`src/hw/rtl/tpd_pkg.sv`:
```
`default_nettype none

package tpd_pkg;

    localparam int ROW_W            = 32;
    localparam int TILE_ROWS        = 8;
    localparam int ROW_NUM_W        = 3;
    localparam int INDEX_W          = 8;
    localparam int MAX_PATTERNS_DEF = 256;
    localparam int QUEUE_DEPTH      = 2;

    localparam logic [ROW_NUM_W-1:0] LAST_ROW = ROW_NUM_W'(TILE_ROWS - 1);

    // One whole tile, row 0 in the lowest slot
    typedef logic [TILE_ROWS-1:0][ROW_W-1:0] tile_t;

    // Queue status seen by the top level (for busy) and by the back
    typedef struct packed {
        logic full;
        logic not_empty;
    } q_status_t;

endpackage

`default_nettype wire

```
`src/hw/rtl/tpd_front.sv`:
```
`default_nettype none

module tpd_front
    import tpd_pkg::*;
(
    input  wire logic                 clk,
    input  wire logic                 accept,
    input  wire logic [ROW_W-1:0]     row_pixels,
    input  wire logic [ROW_NUM_W-1:0] row_number,
    output logic                      push,
    output tile_t                     tile
);

    tile_t buf_reg;

    // Rows land in the slot named by their row number; slots are never cleared
    always_ff @(posedge clk)
    begin
        if (accept)
        begin
            buf_reg[row_number] <= row_pixels;
        end
    end

    // The last row completes the tile: merge it in on the way to the queue
    always_comb
    begin
        tile           = buf_reg;
        tile[LAST_ROW] = row_pixels;
        push           = accept && (row_number == LAST_ROW);
    end

endmodule

`default_nettype wire

```
`config.mk`:
```
export PLATFORM = sky130hd
export DESIGN_NAME = tpd_front
export DESIGN_NICKNAME = d
export VERILOG_FILES = /design/src/hw/rtl/tpd_pkg.sv /design/src/hw/rtl/tpd_front.sv
export SDC_FILE = /design/constraint.sdc
export NUM_CORES = 1
export LEC_CHECK = 0
export BUFFER_PORTS_ARGS = -buffer_cell sky130_fd_sc_hd__buf_4
export CORE_ASPECT_RATIO = 0.75
export CORE_MARGIN = 5
export CORE_UTILIZATION = 40
export DETAILED_ROUTE_END_ITERATION = 8
export HOLD_SLACK_MARGIN = 0.15
export PLACE_DENSITY_LB_ADDON = 0.15
export SETUP_SLACK_MARGIN = 0.2
export SYNTH_ARGS = -nofsm -noshare
export SYNTH_HDL_FRONTEND = slang
export SYNTH_SLANG_ARGS = --single-unit
```
`constraint.sdc`:
```
create_clock -name clk -period 3.45 [get_ports clk]
set_input_delay 0.5175 -clock clk [delete_from_list [all_inputs] [get_ports clk]]
set_output_delay 0.5175 -clock clk [all_outputs]
set_load 0.01 [all_outputs]
```
== After elaboration in Yosys (flattened, before gate mapping) ==
Cells that the tools add are included.

* Output and inout bits: 257
* Register bits: 256
* Input port bits: 37
* Logic and storage cells: 16

* Multiplexer cells: 3
* Reductions and logical operators: 2
* Equal/unequal tests: 1
* Order comparisons: 2

{| class="wikitable"
|+ Operators with widths
! kind !! count
|-
| bitwise mux 256 bit || 1
|-
| demux 32 bit (select 3 bit) || 1
|-
| 2-to-1 mux 32 bit || 1
|-
| < comparator 3 x 4 -> 1 bit, second input constant || 1
|-
| equality test 3 bit, second input constant || 1
|-
| greater-or-equal comparator 3 x 1 -> 1 bit, second input constant || 1
|-
| logical AND 1 bit || 2
|}

== Depth between registers and ports, before layout ==
Gate-level depths: netlist of run 1.

* Depth after elaboration: 5
* Gate-level depth with buffers: 1
* Mapped depth without buffers: 1

== Worst setup path after synthesis of run 1 ==
Ideal clock, no wire load.

* Path kind: input-to-reg
* Start: input row_number[1]
* End: register buf_reg (netlist bit tile[0]) (enable)
* Path slack: 0.594 ns
* Buffers on the path: 0
* Required time: 3.008 ns
* Library setup time: 0.442 ns
* Cell stages on the path: 1
* Arrival time: 2.414 ns
* Cells stage by stage: nor4b_2

{| class="wikitable"
|+ RTL lines
! element !! line !! RTL
|-
| start: declaration || tpd_front.sv:9 || <nowiki>input wire logic [ROW_NUM_W-1:0] row_number,</nowiki>
|-
| end signal: indexed assignment || tpd_front.sv:21 || <nowiki>buf_reg[row_number] <= row_pixels;</nowiki>
|-
| end: declaration || tpd_front.sv:14 || <nowiki>tile_t buf_reg;</nowiki>
|}

== Final worst setup path of run 1 ==
* Start: register buf_reg (netlist bit tile[138])
* End: output tile[138] (netlist bit)

{| class="wikitable"
|+ RTL lines
! element !! line !! RTL
|-
| end: declaration || tpd_front.sv:11 || <nowiki>output tile_t tile</nowiki>
|}

No word-level cell between the ends.

==> metrics, run 1 <==
required time of the critical path=2.93 ns; Post-DRT Antenna Nets=0; Worst Setup End Kind=output port; vias in the first global route=3825; result of the run=finished, final reports clean; overflow left after global routing=0; synthesized cell area=7063 um2; clock tree from TritonCTS=done; family with the most delay on the worst path=flip-flops; maximum fanout encountered on the critical timing path=1; number of pins with negative max-slew slack in the final report=0; Worst Max-Slew Pin Slew=~1.0 ns; number of cells produced by synthesis=264; DR DRC count=0; first-pass iteration count of the detailed router=4; critical path buffer and inverter count=1; overall routed net length=between 15 and 20 mm; maxcap violations=0; proportion of layout cells with a drive suffix above 1=58.23%; Power, Total=5.641 mW; number of sinks driven by the clock tree=224; # resized after CTS=0; Final TNS setup=0 ns; prevailing post-synth register cell=sky130_fd_sc_hd__edfxtp_1; number of fill cells=1353; start-to-end type of the worst setup path=reg -> out; number of storage elements in the synthesis netlist=about 220; Avg Inst Size Synth=~27 um2; height of the chip=125.1 um; largest net degree at the start of global routing=33; Crit-path slowest cell=sky130_fd_sc_hd__edfxtp_1; die boundary width=163.4 um; initial core utilization=40.36%; Worst Hold Margin=0.2654 ns; Seq/Total Area, Yosys=a little over nine tenths; synth cell count leaders=224 x sky130_fd_sc_hd__edfxtp_1, 32 x sky130_fd_sc_hd__buf_4, 3 x sky130_fd_sc_hd__and4b_2, 3 x sky130_fd_sc_hd__and4bb_2; Yosys warnings=0; post-synthesis async set-or-reset flop share=0%; leakage power of the design=between 3 and 4 nW; distinct cell type count after synthesis=6; cell area power density=563.5 nW/um2; maximum clock rate=~630 MHz; global-route wire length before repair=around 24 mm; worst hold path type=in -> reg; maximum buffer depth of the clock tree=3; area of the die=a little over 20000 um2; area of the core region=17500 um2; final std cells w/o fill=807; number of buffers inserted during clock tree synthesis=22; Tmin final=1.599 ns; Placed Instances=768; routed wirelength normalized by instance count=20.79 um; leading cell types by total area after synthesis=sky130_fd_sc_hd__edfxtp_1 95%, sky130_fd_sc_hd__buf_4 3.4%, sky130_fd_sc_hd__and4bb_2 0.53%, sky130_fd_sc_hd__and4b_2 0.48%, sky130_fd_sc_hd__nor4b_2 0.21%; synthesis-to-layout area growth=41.74%; Period Utilization, post-route=46.34%; DRT iter0 DRCs=approximately 150; total vias in the final route=between 3000 and 4000; GPL Wtd Cong=~0.76; gr usage total=15.64%; clock edge transition at the registers on the reported setup and hold paths=0.06 ns; data arrival time at the worst-slack endpoint=1.08 ns; antenna cells=0; tightest slew margin relative to the limit=30.14%; Worst setup SP type=flop; RSZ-0062 raised after global routing=no; library cell used as clock root buffer=sky130_fd_sc_hd__clkbuf_16; number of enable flip-flop cells after synthesis=between 200 and 250; number of vias per cell after detailed routing=4.506; net count after synthesis=around 300; post-CTS setup buffer count=0; ordered list of cells on the worst path=buf_4; number of flip-flops in the largest register=around 220; Largest stage delay, worst path=between 0.4 and 0.5 ns; # rows=42; Hold Fails Final Rpt=0; leading area contributor after synthesis=sky130_fd_sc_hd__edfxtp_1; worst vdd ir=0.0003073 V; DP Wirelength=11.12 mm; cts hold-fix bufs=0; Yosys top cell area share=95.23%; Buffers on Ports=293; leading cell type by number of instances after synthesis=sky130_fd_sc_hd__edfxtp_1; number of antenna violations at the first check in global routing=0; total I/O pin count=294; Nets=just under 600; endpoints failing setup=0; CTS H-tree lvls=1
[cell usage in the layout (no fill, tap or decap), drive strengths merged]
cell type	count
buf	294
edfxtp	224
clkbuf	32
clkinv	5
and4b	3
and4bb	3
nor4b	1
and4	1
bufinv	1
inv	1
[power by group]
part	switching (mW)	internal, mW	total (mW)	leakage, nW
sequential	0.0255	3.09	3.11	2.03
combinational	0.171	0.145	0.316	1.45
clock	0.910	1.30	2.21	0.325
[cell type report]
cell class | count | area [um2] | area share (%)
well taps | 242 | 302.8 | 3.025
clock buffers | 32 | 609.3 | 6.087
flip-flops and latches | 224 | 6726 | 67.19
repair buffers | 294 | 2207 | 22.05
multi-input cells | 8 | 105.1 | 1.050
clock inverters | 7 | 60.06 | 0.5999
[metal layers]
metal | vias to the layer above | wire length [um] | global-route usage, % | share of wire [%]
li1 | 1603 | - | - | -
met1 | 1799 | 6611 | 19.83 | 39
met2 | 210 | 7536 | 23.98 | 45
met3 | 24 | 2242 | 7.829 | 13
met4 | 0 | 387 | 4.487 | 2.3
met5 | - | 0 | 0 | 0
[stage by stage]
step	utilization, %	worst slack, ns	instance area (um2)
after floorplan	-	0.5943	7063
after global placement	53.38	1.387	9341
after detailed placement	53.38	1.302	9341
after CTS	57.21	1.819	10010
after global routing	57.21	1.803	10010
final	57.21	1.851	10010
[worst paths after layout]
check                       end  cells past startpoint  slack, ns            from
worst max-delay path  tile[138]                      1       1.85       tile[138]
worst min-delay path  tile[144]                      1       0.27  row_pixels[16]
[cells by family after synthesis]
group         share of synthesized area, %
flops                                95.23
buf+inv                              3.401
simple gates                         1.364
No activity file was read; power rests on OpenSTA's default activity.
==> run 2: changes to the inputs <==
Clock period 3.45 ns to 1.5 ns, I/O delays scaled along.
==> metrics, run 2 (synthesis gave the netlist of run 1 again) <==
result of the run=finished, final reports clean; dpl ws=0.1885 ns (-1.114 ns); DR DRC count=0 (unchanged); most frequent standard cell in the layout excluding fill and tap cells=sky130_fd_sc_hd__buf_4; number of pins with negative max-slew slack in the final report=0 (unchanged); worst vdd ir=0.0009604 V (+210%); Final TNS setup=0 ns (unchanged); Buffers on Ports=293 (unchanged); CTS H-tree lvls=1 (unchanged); number of vias per cell after detailed routing=4.574 (+1.5%); overall routed net length=18.40 mm (+9.6%); vias in the first global route=4070 (+6.4%); maximum fanout encountered on the critical timing path=1 (unchanged); number of antenna violations at the first check in global routing=0 (unchanged); worst hold path type=in -> reg; leakage power of the design=4.167 nW (+9.3%); ordered list of cells on the worst path=buf_6; number of stages on the worst hold path=2 (+1); number of buffers inserted during clock tree synthesis=22 (unchanged); Hold Crit Start=row_pixels[12]; height of the chip=125.1 um (unchanged); maximum buffer depth of the clock tree=3 (unchanged); overflow left after global routing=0 (unchanged); Worst Max-Slew Pin Slew=0.3134 ns (-0.7345 ns); area of the core region=17500 um2 (unchanged); endpoint with the worst hold slack=tile[140]; required time of the critical path=1.27 ns (-1.66 ns); Tmin final=1.300 ns; leading cell types in the layout, fill and taps excluded=233 x sky130_fd_sc_hd__buf_4, 224 x sky130_fd_sc_hd__edfxtp_1, 72 x sky130_fd_sc_hd__buf_6, 30 x sky130_fd_sc_hd__dlygate4sd3_1, 23 x sky130_fd_sc_hd__clkbuf_16; number of flip-flops in the largest register=224 (unchanged); total vias in the final route=3920 (+7.8%); Hold Fails Final Rpt=0 (unchanged); largest net degree at the start of global routing=33 (unchanged); slack of the critical path=0.1996 ns (-1.652 ns); Period Utilization, post-route=between 80 and 90%; die boundary width=163.4 um (unchanged); area of the die=20440 um2 (unchanged); critical path buffer and inverter count=1 (unchanged); data arrival time at the worst-slack endpoint=1.08 ns (about the same); gr usage total=17.13% (+1.5 points); endpoints failing setup=0 (unchanged); initial core utilization=40.36% (unchanged); proportion of layout cells with a drive suffix above 1=56.91% (-1.3 points); number of sinks driven by the clock tree=224 (unchanged); cell area power density=1199 nW/um2 (+110%); clock tree from TritonCTS=done; Post-DRT Antenna Nets=0 (unchanged); DRT iter0 DRCs=180 (+18%); Worst Hold Margin=0.1617 ns (-0.1037 ns); routed wirelength normalized by instance count=21.47 um (+3.3%); maximum clock rate=769.0 MHz; Largest stage delay, worst path=0.43 ns (about the same); GPL Wtd Cong=0.7455 (-2.2%); family with the most delay on the worst path=flip-flops; Worst setup SP type=flop; global-route wire length before repair=26.19 mm (+9.2%); antenna cells=0 (unchanged); clock edge transition at the registers on the reported setup and hold paths=0.06 ns (about the same); Worst Setup End Kind=output port; start-to-end type of the worst setup path=reg -> out; DP Wirelength=12.42 mm (+12%); RSZ-0062 raised after global routing=yes; Power, Total=12.98 mW (+130%); synthesis-to-layout area growth=53.30%; tightest slew margin relative to the limit=79.04% (+49 points); # rows=42 (unchanged); Nets=638 (+8.7%); library cell used as clock root buffer=sky130_fd_sc_hd__clkbuf_16; maxcap violations=0 (unchanged); total I/O pin count=294 (unchanged); first-pass iteration count of the detailed router=5 (+1); Crit-path slowest cell=sky130_fd_sc_hd__edfxtp_1
## run 2: final cells by class
| type | count | area [um2] |
|---|---|---|
| Clock buffer | 26 | 586.8 |
| Sequential cell | 224 | 6726 |
| Timing Repair Buffer | 345 | 3045 |
| Multi-Input combinational cell | 8 | 105.1 |
| Tap cell | 242 | 302.8 |
| Fill cell | 1255 | 6671 |
| Clock inverter | 12 | 61.31 |
## run 2: per-stage QoR
stage          util, %  instances  instance area (um2)
2_1_floorplan        -        264                 7072
3_3_place_gp     54.38        778                 9517
3_5_place_dp     54.38        778                 9517
4_1_cts          60.28        848                10550
5_1_grt          61.88        857                10830
6_report         61.88        857                10830
## run 2: where the power goes
group	internal, mW	leakage [nW]	total (mW)	switching, mW
Combinational	0.466	1.81	0.896	0.430
Sequential	7.10	2.03	7.18	0.0730
Clock	2.79	0.318	4.91	2.12
## run 2: layer usage
metal | global-route usage [%] | part of all wire, % | up-vias
li1 | - | - | 1707
met1 | 21.95 | 40 | 1947
met2 | 26.32 | 45 | 236
met3 | 8.717 | 13 | 30
met4 | 4.043 | 2.1 | 0
met5 | 0 | 0 | -
## run 2: what timing repair did
item                                    4_1_cts  5_1_grt
hold buffers                                 32        0
buffers inserted                              0        9
hold endpoints to repair                    224        0
endpoints found under the setup margin       17       74
pin swaps                                     0        0
resized for setup                            17       57
## run 2: how the worst max path moves through the flow
| stage | start | slack (ns) | cells after the start | to |
|---|---|---|---|---|
| detailed placement | row_number[2] | 0.19 | 3 | tile[6] |
| global route | tile[158] | 0.14 | 1 | tile[158] |
| floorplan | row_number[2] | -0.30 | 1 | tile[0] |
| finish | tile[158] | 0.20 | 1 | tile[158] |
| global placement | row_number[2] | 0.21 | 3 | tile[6] |
| CTS | tile[158] | 0.18 | 1 | tile[158] |
