[config.mk]
export PLATFORM = sky130hd
export DESIGN_NAME = tpd_queue
export DESIGN_NICKNAME = d
export VERILOG_FILES = /design/src/hw/rtl/tpd_pkg.sv /design/src/hw/rtl/tpd_queue.sv
export SDC_FILE = /design/constraint.sdc
export NUM_CORES = 1
export LEC_CHECK = 0
export BUFFER_PORTS_ARGS = -buffer_cell sky130_fd_sc_hd__clkbuf_2
export CAP_MARGIN = 20
export CELL_PAD_IN_SITES_DETAIL_PLACEMENT = 1
export CELL_PAD_IN_SITES_GLOBAL_PLACEMENT = 1
export CORE_MARGIN = 5
export CORE_UTILIZATION = 45
export CTS_CLUSTER_DIAMETER = 60
export CTS_CLUSTER_SIZE = 40
export DETAILED_ROUTE_END_ITERATION = 6
export GPL_TIMING_DRIVEN = 0
export PLACE_DENSITY = 0.88
export SKIP_LAST_GASP = 1
export SLEW_MARGIN = 20
export SYNTH_ARGS = -nofsm -noshare
export SYNTH_HDL_FRONTEND = slang
export SYNTH_SLANG_ARGS = --single-unit
[constraint.sdc]
create_clock -name clk -period 16.36 [get_ports clk]
set_input_delay 3.272 -clock clk [delete_from_list [all_inputs] [get_ports clk]]
set_output_delay 3.272 -clock clk [all_outputs]
set_load 0.01 [all_outputs]
[src/hw/rtl/tpd_pkg.sv]
`default_nettype none

package tpd_pkg;

    localparam int ROW_W            = 32;
    localparam int TILE_ROWS        = 8;
    localparam int ROW_NUM_W        = 3;
    localparam int INDEX_W          = 8;
    localparam int MAX_PATTERNS_DEF = 256;
    localparam int QUEUE_DEPTH      = 2;

    localparam logic [ROW_NUM_W-1:0] LAST_ROW = ROW_NUM_W'(TILE_ROWS - 1);

    // One whole tile, row 0 in the lowest slot
    typedef logic [TILE_ROWS-1:0][ROW_W-1:0] tile_t;

    // Queue status seen by the top level (for busy) and by the back
    typedef struct packed {
        logic full;
        logic not_empty;
    } q_status_t;

endpackage

`default_nettype wire

[src/hw/rtl/tpd_queue.sv]
`default_nettype none

module tpd_queue
    import tpd_pkg::*;
(
    input  wire logic  clk,
    input  wire logic  rst_n,
    input  wire logic  push,
    input  wire tile_t push_tile,
    input  wire logic  pop,
    output tile_t      pop_tile,
    output q_status_t  status
);

    localparam int PTR_W = (QUEUE_DEPTH > 1) ? $clog2(QUEUE_DEPTH) : 1;
    localparam int CNT_W = $clog2(QUEUE_DEPTH + 1);

    tile_t              slot_reg [QUEUE_DEPTH];
    logic [PTR_W-1:0]   wr_ptr_reg, wr_ptr_next;
    logic [PTR_W-1:0]   rd_ptr_reg, rd_ptr_next;
    logic [CNT_W-1:0]   fill_reg, fill_next;
    logic               do_push, do_pop;

    assign status.full      = (fill_reg == CNT_W'(QUEUE_DEPTH));
    assign status.not_empty = (fill_reg != '0);
    assign do_push          = push && !status.full;
    assign do_pop           = pop && status.not_empty;
    assign pop_tile         = slot_reg[rd_ptr_reg];

    always_comb
    begin
        wr_ptr_next = wr_ptr_reg;
        rd_ptr_next = rd_ptr_reg;
        fill_next   = fill_reg;
        if (do_push)
        begin
            wr_ptr_next = (wr_ptr_reg == PTR_W'(QUEUE_DEPTH - 1)) ? '0 : wr_ptr_reg + 1'b1;
        end
        if (do_pop)
        begin
            rd_ptr_next = (rd_ptr_reg == PTR_W'(QUEUE_DEPTH - 1)) ? '0 : rd_ptr_reg + 1'b1;
        end
        if (do_push && !do_pop)
        begin
            fill_next = fill_reg + 1'b1;
        end
        else if (do_pop && !do_push)
        begin
            fill_next = fill_reg - 1'b1;
        end
    end

    always_ff @(posedge clk or negedge rst_n)
    begin
        if (!rst_n)
        begin
            wr_ptr_reg <= '0;
            rd_ptr_reg <= '0;
            fill_reg   <= '0;
        end
        else
        begin
            wr_ptr_reg <= wr_ptr_next;
            rd_ptr_reg <= rd_ptr_next;
            fill_reg   <= fill_next;
        end
    end

    always_ff @(posedge clk)
    begin
        if (do_push)
        begin
            slot_reg[wr_ptr_reg] <= push_tile;
        end
    end

endmodule

`default_nettype wire

# Yosys cells after proc, flatten, opt, wreduce, memory -nomap -nowiden
# Memory sizes are Yosys's and may differ from the RTL's.
# Index checks and enable logic that the tools add are counted.
dict set report word_totals {
  ff_bits 4
  ram_bits 512
  memories 1
}
dict set report classes {
  addsub 4
  eq_ne 1
  mux 6
  n_reduce_logical 9
}
# memory words word_bits rd rd_ports_with_merged_regs wr line_no
set mem_list {}
lappend mem_list {slot_reg 2 256 1 0 1 tpd_queue.sv:18} ;# tile_t slot_reg [QUEUE_DEPTH];
# cell n
set op_table {}
lappend op_table {{logical AND 1 bit} 4}
lappend op_table {{2-to-1 mux 1 bit} 4}
lappend op_table {{2-to-1 mux 2 bit} 2}
lappend op_table {{nonzero test 2 bit} 2}
lappend op_table {{logical NOT 1 bit} 3}
lappend op_table {{adder 1 bit, second input constant} 2}
lappend op_table {{adder 2 x 1 -> 2 bit, second input constant} 1}
lappend op_table {{equality test 2 bit, second input constant} 1}
lappend op_table {{subtractor 2 x 1 -> 2 bit, second input constant} 1}

# Logic depth before layout (Yosys ltp)
# Gate-level depths: netlist of the first run.
dict set report logic_depth {
  ltp_word 7
  mapped_depth 7
}

# Worst setup path after synthesis of the first run
# OpenSTA, ideal clock, no wires.
dict set report synth_timing {
  kind {input -> register}
  start {input port push}
  end {memory slot_reg[0][0] (netlist bit) (enable)}
  setup_ns 0.877
  t_arrival_ns 13.965
  required_ns 15.483
  slack_ns 1.518
  stages 2
  path_buffers 0
  cell_sequence {nand2_1 nor2_1}
}
dict set report synth_between {
  elab_chain_len 3
}
# element line_no
set synth_lines {}
lappend synth_lines {{from (decl)} tpd_queue.sv:8} ;# input wire logic push,
lappend synth_lines {{logical AND 1 bit} tpd_queue.sv:26} ;# assign do_push = push && !status.full;
lappend synth_lines {{2-to-1 mux 1 bit} tpd_queue.sv:71} ;# if (do_push)
lappend synth_lines {{2-to-1 mux 1 bit (implied by the code)} tpd_queue.sv:73} ;# slot_reg[wr_ptr_reg] <= push_tile;
lappend synth_lines {{to (decl)} tpd_queue.sv:18}
# No other way between the ends.

==> Flow_metrics.wiki, run 1 <==
{| class="wikitable"
! Metric !! Value
|-
| Simple logic cell fraction of the synthesized area || 0.172%
|-
| Shortest clock period the worst path allows after layout || roughly 5.2 ns
|-
| Fraction of synthesized cell area in xor and xnor cells || less than 1%
|-
| Switching component of the power || approximately 1.4 mW
|-
| Synth Register Bits || 516
|-
| Post-detailed-placement half-perimeter wirelength || around 37000 um
|-
| Die span in x || roughly 220 um
|-
| R2R setup slack || 13.73 ns
|-
| Share of the synthesized area in the top cell type || around four fifths
|-
| CP dominant cell by count || sky130_fd_sc_hd__buf_8
|-
| Number of distinct library cell variants in the gate-level netlist after synthesis || 17
|-
| Fraction of power spent switching nets || a little under a third
|-
| Cell internal pwr || between 3 and 4 mW
|-
| Avg Vias per Cell || roughly 4.9
|-
| Longest individual stage delay on the worst path || approximately 0.35 ns
|-
| Clock Skew || about 0.021 ns
|-
| Area overhead of the layout relative to synthesis || 26.1%
|-
| Reg2reg path depth || 8
|-
| CP endpoint kind || output pin
|-
| Max Transition Viols Final || 0
|-
| Syn Area/Cell || 24.1 sq um
|-
| Reg power frac || between 40 and 50%
|-
| Post-layout nets || about 1700
|-
| Number of search-and-repair iterations in the first detailed-routing pass || 4
|-
| Total Routing Usage GR || roughly a fifth
|-
| Relative slew slack || 58.2%
|-
| Top-level I/O count || 518
|-
| Clock latency on the worst-skew pair || 0.56 ns
|-
| Combinational family with the most area after synthesis || multiplexers
|-
| Wire length of the first global-routing pass || 72900 um
|-
| Gate count of the mapped netlist || ~820
|-
| Mux share of post-synthesis cell area || between 10% and 20%
|-
| Buffer cell driving the clock tree root || sky130_fd_sc_hd__clkbuf_16
|-
| Data arrival at the endpoint of the critical path || 1.97 ns
|-
| Cell Chain, Critical Path || buf_6 > buf_8 > buf_8 > mux2_4 > clkbuf_2
|-
| Net count of the mapped netlist || approximately 1100
|-
| Aggregate negative setup slack || 0 ns
|-
| Vias after detailed routing || 9899
|-
| Number of buffers inserted during clock tree synthesis || 40
|-
| Post-CTS Setup Bufs || 0
|-
| Number of endpoints failing setup at the final stage || 0
|-
| Die Y || 219 um
|-
| Deepest level of the CTS H-tree || 2
|-
| CTS sink count || 516
|-
| Post-DP Area || 0.0234 sq mm
|-
| Static leakage power || around 10 nW
|-
| Synthesized-area fraction occupied by adder cells || less than 1%
|-
| Average wire per cell in the routed design || approximately 25 um
|-
| Number of placement rows || 76
|-
| Worst-Margin Slew || about 0.63 ns
|-
| Leading cell type in the layout, fill and taps excluded || sky130_fd_sc_hd__clkbuf_2
|-
| Final standard cell area without fillers || around 0.025 sq mm
|-
| Violation count after the first detailed-routing iteration || between 400 and 500
|-
| Run status || finished clean
|-
| Largest net degree at the start of global routing || 53
|-
| Final hold slack || about 0.54 ns
|-
| Worst-case setup slack after placement || around 11 ns
|-
| Worst setup path startpoint || rd_ptr_reg$_DFFE_PN0P_
|-
| Initial core utilization || 45.6%
|-
| Critical register-to-register path endpoint || slot_reg[0][107]$_DFFE_PP_
|-
| Max-cap violations || 0
|-
| Vias in the first global route || 11500
|-
| Clock share of power || 22.5%
|-
| Compound-Gate Fraction of Synth Area || 0%
|-
| Number of antenna violations at the first check in global routing || 11
|-
| Worst reg2reg path startpoint || fill_reg[0]$_DFFE_PN0P_
|-
| Global-route congestion overflow total || 0
|-
| Post-synthesis instance area || between 0.015 and 0.02 sq mm
|-
| Residual DRC count || 0
|-
| Power density cells || 185 mW/mm^2
|-
| CTS tree || built
|-
| Layout Utilization || between 50% and 60%
|-
| Global placement routability congestion || between 0.7 and 0.8
|-
| YS warnings || 0
|-
| Flip-flop count of the largest register, all copies and words added || 512
|-
| Area of the die || 0.0480 sq mm
|-
| Crit-path max FO || 10
|-
| Number of buffers inserted by port buffering || approximately 520
|-
| CTS-repair resized insts || 0
|-
| Fraction of power consumed by combinational cells || roughly 36%
|-
| Element type at the critical path start || flop
|-
| Top post-synthesis cells by area || sky130_fd_sc_hd__edfxtp_1, sky130_fd_sc_hd__mux2_4, sky130_fd_sc_hd__mux2_2
|-
| WL final || approximately 50000 um
|-
| Achievable clock frequency || about 190 MHz
|-
| Portion of the post-synthesis area used by sequential elements || between 70% and 80%
|-
| Clock input transition at the sequential cells of the worst setup and hold paths || ~0.08 ns
|-
| Core Footprint || around 0.043 sq mm
|-
| RSZ-0062 raised after global routing || no
|-
| Worst min-delay path category || reg -> reg
|-
| Max Root-Sink Buffers || 3
|-
| Count of hold buffers inserted by post-cts repair || 0
|-
| Library cell with the largest summed area after synthesis || sky130_fd_sc_hd__edfxtp_1
|-
| Number of nets with antenna violations after routing || 0
|-
| Share of the clock period used by the worst path || roughly a third
|-
| VDD IR-drop max || ~0.00011 V
|-
| Share of layout cells above drive strength 1 || 62.6%
|-
| Worst Slack Setup Final || about 11 ns
|-
| Hold violation count in the final report || 0
|-
| CP required || 13.09 ns
|-
| CP Capture Point || pop_tile[188]
|-
| Top library cells by usage in the layout, fill and taps aside || sky130_fd_sc_hd__clkbuf_2, sky130_fd_sc_hd__edfxtp_1, sky130_fd_sc_hd__mux2_4
|-
| Slowest cell on the critical path || sky130_fd_sc_hd__dfrtp_1
|-
| CP Class || reg -> out
|}
cells in the mapped netlist, drive strengths merged:
cell and number:
and3 1, buf 29, dfrtp 4, edfxtp 512, ha 1, inv 2
mux2 256, nand2 2, nand2b 1, nor2 2, or2 1, xnor2 3
xor2 2
power groups by stage:
| stage | sequential (mW) | combinational, mW | clock (mW) |
|---|---|---|---|
| 5_1_grt | 1.91 | 1.75 | 1.13 |
| 3_5_place_dp | 1.92 | 1.68 | 0 |
| 4_1_cts | 1.89 | 1.69 | 1.06 |
| 6_report | 1.89 | 1.66 | 1.03 |
| 3_3_place_gp | 2.07 | 1.54 | 0 |
| 2_1_floorplan | 2.00 | 1.03 | 0 |
final cells by class:
class | count | area, sq um
plain buffers | 29 | 364
flip-flops and latches | 516 | 15500
clock buffers | 44 | 1040
diodes | 5 | 12.5
inverters | 2 | 7.51
clock inverters | 27 | 349
multi-input cells | 269 | 3850
repair buffers | 534 | 3000
well taps | 585 | 732
fillers | 3946 | 18400
worst max-delay path: cells and delay by family, from the launching register on:
| family | cells | cell delay, ns |
|---|---|---|
| buffers and inverters | 4 | 0.71 |
| DFF | 1 | 0.35 |
| muxes | 1 | 0.32 |
stage by stage:
stage	cells	power (mW)
2_1_floorplan	816	3.03
3_3_place_gp	1918	3.62
3_5_place_dp	1935	3.60
4_1_cts	2006	4.64
5_1_grt	2010	4.79
6_report	2011	4.58
how the worst min path moves through the flow:
stage,cells after the start,startpoint,slack (ns),endpoint
3_3_place_gp,1,fill_reg[1]$_DFFE_PN0P_,0.48,fill_reg[1]$_DFFE_PN0P_
4_1_cts,1,fill_reg[0]$_DFFE_PN0P_,0.54,fill_reg[0]$_DFFE_PN0P_
6_report,1,fill_reg[0]$_DFFE_PN0P_,0.54,fill_reg[0]$_DFFE_PN0P_
5_1_grt,1,fill_reg[0]$_DFFE_PN0P_,0.57,fill_reg[0]$_DFFE_PN0P_
3_5_place_dp,1,fill_reg[1]$_DFFE_PN0P_,0.52,fill_reg[1]$_DFFE_PN0P_
2_1_floorplan,1,fill_reg[1]$_DFFE_PN0P_,0.46,fill_reg[1]$_DFFE_PN0P_
routing by layer:
| layer | up-vias | part of all wire (%) | track usage [%] |
|---|---|---|---|
| met2 | 371 | 56 | 38.9 |
| met4 | 12 | 2.6 | 6.45 |
| met5 | - | 0.14 | 0 |
| met3 | 87 | 8.7 | 8.03 |
| met1 | 5001 | 33 | 20.6 |
| li1 | 4428 | - | - |
logic make-up after synthesis:
| family | after synthesis |
|---|---|
| DFF | 516 |
| muxes | 256 |
| buffers and inverters | 31 |
| and+or+nand+nor | 7 |
| xor gates and xnor gates | 5 |
| adders and majority gates | 1 |
Note: power is estimated with default switching activity, not from simulation.
==> run 2, diff against run 1 <==
--- a/config.mk
+++ b/config.mk
@@ -10,12 +10,12 @@
 export CELL_PAD_IN_SITES_DETAIL_PLACEMENT = 1
 export CELL_PAD_IN_SITES_GLOBAL_PLACEMENT = 1
 export CORE_MARGIN = 5
-export CORE_UTILIZATION = 45
+export CORE_UTILIZATION = 41
 export CTS_CLUSTER_DIAMETER = 60
 export CTS_CLUSTER_SIZE = 40
 export DETAILED_ROUTE_END_ITERATION = 6
 export GPL_TIMING_DRIVEN = 0
-export PLACE_DENSITY = 0.88
+export PLACE_DENSITY = 0.85
 export SKIP_LAST_GASP = 1
 export SLEW_MARGIN = 20
 export SYNTH_ARGS = -nofsm -noshare
==> constraint.sdc (replaced) <==
create_clock -name clk -period 4.8 [get_ports clk]
set_input_delay 0.96 -clock clk [delete_from_list [all_inputs] [get_ports clk]]
set_output_delay 0.96 -clock clk [all_outputs]
set_load 0.01 [all_outputs]
==> run 2 against run 1 <==
- first-iteration DRC count is 26% higher
- sequential power grew to 3.4 times the previous value
- largest power group unchanged
- clock skew is 0.012 ns higher
- via count is 0.69% higher
- design area is 0.49% higher
- highest routed layer unchanged
- utilization is 5.1 points lower
- sequential share of layout area is 0.30 points lower
- hold slack worse by 0.37 ns
- combinational power grew to 3.4 times the previous value
- register-to-register slack worse by 12 ns
- non-clock buffer count is 1 higher
- cell count is 1.5% higher
==> Flow_metrics.wiki, run 2 (synthesized netlist as in run 1, its figures left out) <==
{| class="wikitable"
! Metric !! Value
|-
| Run status || finished clean
|-
| Crit-path max FO || 10 (unchanged)
|-
| Post-layout nets || 1652 (-0.060%)
|-
| Total Routing Usage GR || 18.6% (-2.0 points)
|-
| Clock share of power || 22.4% (about the same)
|-
| Worst-Margin Slew || 0.541 ns (-0.0854 ns)
|-
| Count of hold buffers inserted by post-cts repair || 0 (unchanged)
|-
| Die span in x || 229 um (+4.5%)
|-
| Wire length of the first global-routing pass || 73800 um (+1.3%)
|-
| Vias in the first global route || 11300 (-1.5%)
|-
| Final standard cell area without fillers || 0.0249 sq mm (+0.49%)
|-
| CTS-repair resized insts || 0 (unchanged)
|-
| Clock input transition at the sequential cells of the worst setup and hold paths || 0.10 ns (+0.02 ns)
|-
| Global placement routability congestion || 0.780 (+2.4%)
|-
| Global-route congestion overflow total || 0 (unchanged)
|-
| Count of filler cells inserted in the layout || 4417 (+12%)
|-
| Number of nets with antenna violations after routing || 0 (unchanged)
|-
| Avg Vias per Cell || 4.88 (-0.79%)
|-
| Aggregate negative setup slack || 0 ns (unchanged)
|-
| Post-detailed-placement half-perimeter wirelength || 37600 um (+0.56%)
|-
| CP required || 3.84 ns (-9.25 ns)
|-
| Buffer cell driving the clock tree root || sky130_fd_sc_hd__clkbuf_16
|-
| CTS sink count || 516 (unchanged)
|-
| Share of the clock period used by the worst path || between 60% and 70%
|-
| Power density cells || 627 mW/mm^2 (+240%)
|-
| Residual DRC count || 0 (unchanged)
|-
| Fraction of power consumed by combinational cells || 36.5% (+0.3 points)
|-
| Largest net degree at the start of global routing || 53 (unchanged)
|-
| Switching component of the power || 4.97 mW (+240%)
|-
| Worst min-delay path category || in -> async
|-
| Flip-flop count of the largest register, all copies and words added || 512 (unchanged)
|-
| Reg power frac || 41.1% (-0.2 points)
|-
| Number of buffers inserted by port buffering || 517 (unchanged)
|-
| Longest individual stage delay on the worst path || 0.35 ns (about the same)
|-
| CP Class || reg -> out
|-
| VDD IR-drop max || 0.000395 V (+270%)
|-
| Data arrival at the endpoint of the critical path || 2.01 ns (+0.04 ns)
|-
| Max Transition Viols Final || 0 (unchanged)
|-
| Number of search-and-repair iterations in the first detailed-routing pass || 4 (unchanged)
|-
| Average wire per cell in the routed design || 24.7 um (-2.3%)
|-
| Clock latency on the worst-skew pair || 0.57 ns (about the same)
|-
| Max Root-Sink Buffers || 3 (unchanged)
|-
| Die Y || 229 um (+4.5%)
|-
| Final hold slack || 0.173 ns (-0.367 ns)
|-
| Initial core utilization || 41.3% (-4.3 points)
|-
| Slowest cell on the critical path || sky130_fd_sc_hd__dfrtp_1
|-
| Fraction of power spent switching nets || 31.8% (+0.24 points)
|-
| Leading cell type in the layout, fill and taps excluded || sky130_fd_sc_hd__clkbuf_2
|-
| Cell Chain, Critical Path || buf_6 > buf_8 > buf_8 > mux2_4 > clkbuf_2
|-
| Violation count after the first detailed-routing iteration || 597 (+26%)
|-
| Post-DP Area || 0.0235 sq mm (+0.44%)
|-
| Area overhead of the layout relative to synthesis || 26.7%
|-
| Max-cap violations || 0 (unchanged)
|-
| Share of layout cells above drive strength 1 || 62.7% (+0.11 points)
|-
| Top library cells by usage in the layout, fill and taps aside || sky130_fd_sc_hd__clkbuf_2, sky130_fd_sc_hd__edfxtp_1, sky130_fd_sc_hd__mux2_4
|-
| Vias after detailed routing || 9967 (+0.69%)
|-
| Hold violation count in the final report || 0 (unchanged)
|-
| Post-CTS Setup Bufs || 0 (unchanged)
|-
| Achievable clock frequency || 336 MHz
|-
| CTS tree || built
|-
| Number of endpoints failing setup at the final stage || 0 (unchanged)
|-
| Cell internal pwr || 10.7 mW (+240%)
|-
| Deepest level of the CTS H-tree || 2 (unchanged)
|-
| Relative slew slack || 64.0% (+5.8 points)
|-
| Clock Skew || 0.0325 ns (+0.0117 ns)
|-
| Number of buffers inserted during clock tree synthesis || 38 (-5.0%)
|-
| Static leakage power || 10.1 nW (+0.21%)
|-
| Number of antenna violations at the first check in global routing || 11 (unchanged)
|-
| Top-level I/O count || 518 (unchanged)
|-
| Number of placement rows || 80 (+5.3%)
|-
| Core Footprint || 0.0476 sq mm (+10%)
|-
| RSZ-0062 raised after global routing || no
|-
| Element type at the critical path start || flop
|-
| CP dominant cell by count || sky130_fd_sc_hd__buf_8
|-
| WL final || 50300 um (-0.89%)
|-
| CP endpoint kind || output pin
|-
| Area of the die || 0.0525 sq mm (+9.3%)
|-
| Shortest clock period the worst path allows after layout || slightly below 3 ns
|}
run 2: final cells by class:
cell class / instances / area [sq um] / area share [%]
inverter: 2 / 7.51 / 0.0301
buffer: 29 / 364 / 1.46
multi-input combinational: 269 / 3860 / 15.5
tap: 615 / 769 / 3.09
clock buffer: 39 / 976 / 3.91
timing repair buffer: 535 / 3050 / 12.2
antenna: 6 / 15.0 / 0.0602
clock inverter: 30 / 425 / 1.71
sequential: 516 / 15500 / 62.0
run 2: worst paths after layout:
path,startpoint,endpoint,slack [ns],cells past startpoint
worst max-delay path,rd_ptr_reg$_DFFE_PN0P_,pop_tile[172],1.83,5
worst min-delay path,rst_n,fill_reg[1]$_DFFE_PN0P_,0.17,1
worst max register to register,fill_reg[0]$_DFFE_PN0P_,slot_reg[0][0]$_DFFE_PP_,2.09,9
worst min register to register,fill_reg[1]$_DFFE_PN0P_,fill_reg[1]$_DFFE_PN0P_,0.51,1
max in group asynchronous,rst_n,rd_ptr_reg$_DFFE_PN0P_,4.49,1
min in group clk,fill_reg[1]$_DFFE_PN0P_,fill_reg[1]$_DFFE_PN0P_,0.51,1
run 2: critical path: cells and delay by family, from the launching register on:
kind / cells / cell delay (ns)
buf+inv: 4 / 0.78
flops: 1 / 0.35
mux: 1 / 0.31
run 2: routing by layer:
metal / GRT usage, % / wire (um) / up-vias
li1: - / - / 4419
met1: 20.5 / 17900 / 5053
met2: 34.0 / 26900 / 406
met3: 6.63 / 4300 / 79
met4: 5.09 / 1210 / 10
met5: 0 / 59 / -
run 2: power by group through the flow:
stage                     clock network, mW  registers [mW]  logic, mW
after floorplan                           0            6.55       3.53
after global placement                    0            6.68       5.34
after detailed placement                  0            6.52       5.79
after CTS                              3.60            6.43       5.82
after global routing                   3.82            6.50       6.03
final                                  3.50            6.42       5.71
run 2: stage by stage:
step           setup WS, ns  total power [mW]  utilization, %  cells
2_1_floorplan        -0.409              10.1               -    816
3_3_place_gp          -2.75              12.0            48.4   1948
3_5_place_dp           1.59              12.3            49.4   1966
4_1_cts                1.73              15.9            52.3   2035
5_1_grt                1.69              16.4            52.3   2037
6_report               1.83              15.6            52.4   2041
